`config.mk`:
```
export PLATFORM = sky130hd
export DESIGN_NAME = q16_neuron_dot_product_relu
export DESIGN_NICKNAME = d
export VERILOG_FILES = /design/src/rtl/q16n_pkg.sv /design/src/rtl/q16n_mult.sv /design/src/rtl/q16_neuron_dot_product_relu.sv
export SDC_FILE = /design/constraint.sdc
export NUM_CORES = 2
export LEC_CHECK = 0
export ABC_AREA = 0
export CAP_MARGIN = 10
export CORE_UTILIZATION = 65
export DETAILED_ROUTE_END_ITERATION = 10
export DONT_BUFFER_PORTS = 1
export GPL_TIMING_DRIVEN = 0
export PLACE_DENSITY_LB_ADDON = 0.15
export SYNTH_ARGS = -nofsm -noshare
export SYNTH_HDL_FRONTEND = slang
export SYNTH_HIERARCHICAL = 1
export SYNTH_SLANG_ARGS = --single-unit
```
`constraint.sdc`:
```
create_clock -name aclk -period 21.2 [get_ports aclk]
set_input_delay 4.24 -clock aclk [delete_from_list [all_inputs] [get_ports aclk]]
set_output_delay 4.24 -clock aclk [all_outputs]
set_load 0.01 [all_outputs]
```
`src/rtl/q16n_pkg.sv`:
```
`timescale 1ns / 1ps

package q16n_pkg;

    // word width of weights, activations, bias and the accumulator
    localparam int unsigned DATA_W = 32;
    // fractional bits of the q16 format
    localparam int unsigned Q_SHIFT = 16;
    // full signed product width
    localparam int unsigned PROD_W = 2 * DATA_W;

    // position flags that travel with an element down the pipeline
    typedef struct packed {
        logic first;
        logic last;
    } elem_tag_t;

endpackage

```
`src/rtl/q16n_mult.sv`:
```
`timescale 1ns / 1ps

module q16n_mult (
    input  logic                             aclk,
    input  logic                             load,
    input  logic [q16n_pkg::DATA_W-1:0]      weight,
    input  logic [q16n_pkg::DATA_W-1:0]      activation,
    output logic [q16n_pkg::DATA_W-1:0]      term
);

    logic signed [q16n_pkg::PROD_W-1:0] prod;
    logic [q16n_pkg::DATA_W-1:0]        term_reg;
    logic [q16n_pkg::DATA_W-1:0]        term_next;

    // signed 32x32 product, scaled back to q16 and cut to one word
    assign prod      = $signed(weight) * $signed(activation);
    assign term_next = prod[q16n_pkg::Q_SHIFT +: q16n_pkg::DATA_W];

    always_ff @(posedge aclk) begin
        if (load) begin
            term_reg <= term_next;
        end
    end

    assign term = term_reg;

endmodule

```
`src/rtl/q16_neuron_dot_product_relu.sv`:
```
`timescale 1ns / 1ps
// a last element accepted at one edge passes the input register, then the product register
// and then the result register before it shows on m_tvalid; a waiting result can hold it back
// throughput: one element per cycle, set by the registered multiplier and the
// one-add accumulator loop; a waiting result holds back only a last element that has
// reached the accumulator, and everything queued behind it
// reset: aresetn synchronous active low; clears all valid flags and the accumulator,
// and sets relu_enable to 1

module q16_neuron_dot_product_relu (
    input  logic        aclk,
    input  logic        aresetn,

    // configuration: relu_enable
    input  logic        cfg_we,
    input  logic        cfg_wdata,

    // element requests
    input  logic        s_tvalid,
    output logic        s_tready,
    input  logic [95:0] s_tdata,   // weight [31:0], activation [63:32], bias [95:64]
    input  logic        s_tuser,   // first_element
    input  logic        s_tlast,   // last_element

    // neuron results
    output logic        m_tvalid,
    input  logic        m_tready,
    output logic [31:0] m_tdata    // neuron_out [31:0]
);

    localparam int unsigned W = q16n_pkg::DATA_W;

    // ---------------------------------------------------------------
    // configuration register
    // ---------------------------------------------------------------
    logic relu_en_reg;

    always_ff @(posedge aclk) begin
        if (!aresetn) begin
            relu_en_reg <= 1'b1;
        end else if (cfg_we) begin
            relu_en_reg <= cfg_wdata;
        end
    end

    // ---------------------------------------------------------------
    // pipeline control
    // ---------------------------------------------------------------
    logic                in_valid_reg;
    logic                prod_valid_reg;
    logic                m_valid_reg;
    q16n_pkg::elem_tag_t in_tag_reg;
    q16n_pkg::elem_tag_t prod_tag_reg;

    logic out_free;
    logic prod_go;
    logic prod_ready;
    logic in_go;
    logic in_ready;
    logic s_fire;

    // result register can take a new result this cycle
    assign out_free   = !m_valid_reg || m_tready;
    // a non-last element only touches the accumulator, so it never waits on the output
    assign prod_go    = prod_valid_reg && (!prod_tag_reg.last || out_free);
    assign prod_ready = !prod_valid_reg || prod_go;
    assign in_go      = in_valid_reg && prod_ready;
    assign in_ready   = !in_valid_reg || prod_ready;
    assign s_tready   = in_ready;
    assign s_fire     = s_tvalid && in_ready;

    always_ff @(posedge aclk) begin
        if (!aresetn) begin
            in_valid_reg   <= 1'b0;
            prod_valid_reg <= 1'b0;
        end else begin
            if (in_ready) begin
                in_valid_reg <= s_tvalid;
            end
            if (prod_ready) begin
                prod_valid_reg <= in_valid_reg;
            end
        end
    end

    // ---------------------------------------------------------------
    // stage 1: input register
    // ---------------------------------------------------------------
    logic [W-1:0] in_weight_reg;
    logic [W-1:0] in_act_reg;
    logic [W-1:0] in_bias_reg;

    always_ff @(posedge aclk) begin
        if (s_fire) begin
            in_weight_reg    <= s_tdata[0 +: W];
            in_act_reg       <= s_tdata[W +: W];
            in_bias_reg      <= s_tdata[2*W +: W];
            in_tag_reg.first <= s_tuser;
            in_tag_reg.last  <= s_tlast;
        end
    end

    // ---------------------------------------------------------------
    // stage 2: q16 product register, bias and flags ride alongside
    // ---------------------------------------------------------------
    logic [W-1:0] term;
    logic [W-1:0] prod_bias_reg;

    q16n_mult u_mult (
        .aclk       (aclk),
        .load       (in_go),
        .weight     (in_weight_reg),
        .activation (in_act_reg),
        .term       (term)
    );

    always_ff @(posedge aclk) begin
        if (in_go) begin
            prod_bias_reg <= in_bias_reg;
            prod_tag_reg  <= in_tag_reg;
        end
    end

    // ---------------------------------------------------------------
    // stage 3: accumulate, relu and result register
    // ---------------------------------------------------------------
    logic [W-1:0] acc_reg;
    logic [W-1:0] acc_next;
    logic [W-1:0] sum;
    logic [W-1:0] m_data_reg;
    logic [W-1:0] m_data_next;
    logic         m_valid_next;

    // an opener restarts from its bias, anything else keeps adding (wraps mod 2^32)
    assign sum = (prod_tag_reg.first ? prod_bias_reg : acc_reg) + term;

    always_comb begin
        acc_next     = acc_reg;
        m_data_next  = m_data_reg;
        m_valid_next = m_valid_reg && !m_tready;
        if (prod_go) begin
            if (prod_tag_reg.last) begin
                // neuron closes: emit and start the next one from zero
                acc_next     = '0;
                m_data_next  = (relu_en_reg && sum[W-1]) ? '0 : sum;
                m_valid_next = 1'b1;
            end else begin
                acc_next = sum;
            end
        end
    end

    always_ff @(posedge aclk) begin
        if (!aresetn) begin
            acc_reg     <= '0;
            m_valid_reg <= 1'b0;
        end else begin
            acc_reg     <= acc_next;
            m_valid_reg <= m_valid_next;
        end
    end

    always_ff @(posedge aclk) begin
        m_data_reg <= m_data_next;
    end

    assign m_tvalid = m_valid_reg;
    assign m_tdata  = m_data_reg;

endmodule
```
==> impl_metrics.sql <==
INSERT INTO impl_metrics (metric_group, metric, value, unit) VALUES
('status', 'run_status', 'finished clean', ''),
('global_route', 'grt_first_pass_wirelength', '186000', 'um'),
('clock_tree', 'clock_path_buffers', '3', ''),
('sta', 'tns', '0', 'ps'),
('global_route', 'grt_start_max_net_pins', '64', ''),
('sta', 'max_clock_freq', '109', 'MHz'),
('sta', 'final_hold_viol_count', '0', ''),
('detailed_routing', 'route.vias.total', '27600', ''),
('final_layout', 'area_growth', '5.06', '%'),
('clock_tree', 'tritoncts_clock_tree', 'done', ''),
('sta', 'worst_pin_slew', '1260', 'ps'),
('critical_path', 'required', '16960', 'ps'),
('detailed_routing', 'postRouteWirelength', '126000', 'um'),
('floorplan', 'fp.dieW', '245', 'um'),
('detailed_routing', 'drtIter0Drc', '2402', ''),
('clock_tree', 'worst_skew_pair.late_latency', '610', 'ps'),
('synthesis', 'netlist.area_leader.share', '43.9', '%'),
('global_route', 'overflow', '0', ''),
('detailed_routing', 'drc', '0', ''),
('synthesis', 'synth.area.top_cells', 'fa_1 (44%), edfxtp_1 (15%), inv_1 (7.8%)', ''),
('placed_design', 'routabilityCongestion', '1.07', ''),
('detailed_routing', 'drt_pass1_iterations', '6', ''),
('critical_path', 'setup.worst_path.end_class', 'primary output', ''),
('global_route', 'use_met1', '56.5', '%'),
('global_route', 'gr_layer_usage_met2', '66.4', '%'),
('final_layout', 'drive_gt1_share', '3.52', '%'),
('global_route', 'antenna_found_initial', '7', ''),
('floorplan', 'initial_utilization', '66.1', '%'),
('synthesis', 'seq_area_frac_synth', '17.3', '%'),
('clock_tree', 'cts.root.buffer_cell', 'clkbuf_16', ''),
('critical_path', 'timing.critical_path.fanout_max', '4', ''),
('final_layout', 'final_net_count', '4926', ''),
('critical_path', 'timing.critical_path.from_type', 'input pin', ''),
('final_layout', 'layout.filler_cells', '4583', ''),
('floorplan', 'floorplan.rows', '88', ''),
('placed_design', 'quantity_of_i_o_buffers_inserted_on_ports', '0', ''),
('final_layout', 'area.sequential', '0.00661', 'mm^2'),
('sta', 'minimum_clock_period_after_layout', '9140', 'ps'),
('synthesis', 'yosys.cell_count.top_type', 'fa_1', ''),
('clock_tree', 'postCtsHoldBufs', '0', ''),
('critical_path', 'crit_path_max_incr_delay', '330', 'ps'),
('synthesis', 'synthesis.area', '0.0383', 'mm^2'),
('synthesis', 'postSynthCellCount', '3757', ''),
('clock_tree', 'ctsHtreeMaxLevel', '1', ''),
('flow_run', 'max_cap_viol_count', '0', ''),
('synthesis', 'yosysTopAreaCell', 'fa_1', ''),
('synthesis', 'synth.top_cells.by_count', 'fa_1 (839), inv_1 (794), nand2_1 (482), and2_1 (469), edfxtp_1 (196)', ''),
('floorplan', 'io-pin-count', '138', ''),
('hold_path', 'hp-class', 'reg2reg', ''),
('sta', 'setup-violations-final', '0', ''),
('synthesis', 'synth-warning-count', '6', ''),
('global_route', 'groute.layer.met3.usage', '14.6', '%'),
('detailed_routing', 'viasPerCell', '6.01', ''),
('synthesis', 'primary_ff_master_synth', 'edfxtp_1', ''),
('synthesis', 'async_set_or_reset_register_ratio_after_synthesis', '0', '%'),
('floorplan', 'die_area', '0.0599', 'mm^2'),
('critical_path', 'criticalPathCategory', 'in2out', ''),
('sta', 'clock-skew-final', '10.6', 'ps'),
('synthesis', 'synth_enable_flop_cells', '196', ''),
('detailed_routing', 'antenna_left', '0', ''),
('critical_path', 'crit_chain', 'nor2b_1 > and3_1 > nand2_1', ''),
('synthesis', 'synth_cell_type_count', '79', ''),
('sta', 'unrepaired_setup_endpoints_after_global_routing', 'false', ''),
('placed_design', 'dp_hpwl', '102000', 'um'),
('sta', 'report.final.slew_viol_count', '0', ''),
('global_route', 'track_usage', '43.9', '%'),
('final_layout', 'multiInputGateArea', '0.0280', 'mm^2'),
('sta', 'slew_headroom', '16.2', '%'),
('critical_path', 'timing.reg2reg.setup_slack', '12220', 'ps'),
('synthesis', 'synthesis.area_per_instance', '10.2', 'um^2'),
('critical_path', 'critical_path_cell_with_the_highest_stage_delay', 'and3_1', '');
## final timing paths
| kind | from | endpoint | depth (start not counted) |
|---|---|---|---|
| worst max-delay path | m_tready | s_tready | 3 |
| worst min-delay path | in_bias_reg[7] | prod_bias_reg[7] | 0 |
| worst max register to register | in_weight_reg[20] | u_mult/term[31] | 22 |
| worst min register to register | in_bias_reg[7] | prod_bias_reg[7] | 0 |
## worst max-delay path, delay by kind of cell
family	cells	cell delay, ps
and+or+nand+nor	3	660
## layout make-up
cell class                      count  area share (%)
Timing Repair Buffer                3           0.168
Antenna cell                        6          0.0373
Sequential cell                   232            16.4
Multi-Input combinational cell   2537            69.5
Tap cell                          765            2.38
Clock buffer                       31            1.72
Inverter                          794            7.41
Clock inverter                     19           0.473
Buffer                            194            1.88
## stage by stage
step | hold WS [ps] | std cells | area (um^2) | util (%) | worst slack [ps]
2_1_floorplan | 400 | 3757 | 38300 | - | 12250
3_3_place_gp | 402 | 4522 | 39200 | 67.8 | 11660
3_5_place_dp | 405 | 4525 | 39300 | 67.9 | 12100
4_1_cts | 419 | 4575 | 40200 | 69.4 | 12080
5_1_grt | 423 | 4575 | 40200 | 69.4 | 11960
6_report | 417 | 4581 | 40200 | 69.5 | 12060
## kinds of logic after synthesis
kind of cell | count (synthesis) | share of synthesized area (%)
AOI/OAI and AO/OA | 240 | 4.36
muxes | 34 | 0.994
buffers and inverters | 988 | 9.76
and+or+nand+nor | 1135 | 15.2
xor gates and xnor gates | 95 | 2.17
adders and majority gates | 1033 | 50.2
DFF | 232 | 17.3
## cells in the final DEF, fill, tap and decap left out, drive strengths merged, types with 41 or more instances in the layout
master,netlist,layout
clkbuf,181,212
nor2,41,41
fa,839,839
ha,194,194
inv,794,799
a21o,42,42
nand2,483,483
and2,469,469
edfxtp,196,196
xnor2,70,70
o21ai,46,46
a21oi,66,66
## per-layer routing
layer	wire [um]	up-vias	share of wire (%)
met2	55600	1758	44
li1	-	11300	-
met4	8240	6	6.6
met1	46300	14100	37
met3	15600	392	12
met5	39	-	0.031
Power is left out: the tool's default activity adds up to more than one toggle a clock period on the data nets, which glitch-free logic cannot reach.
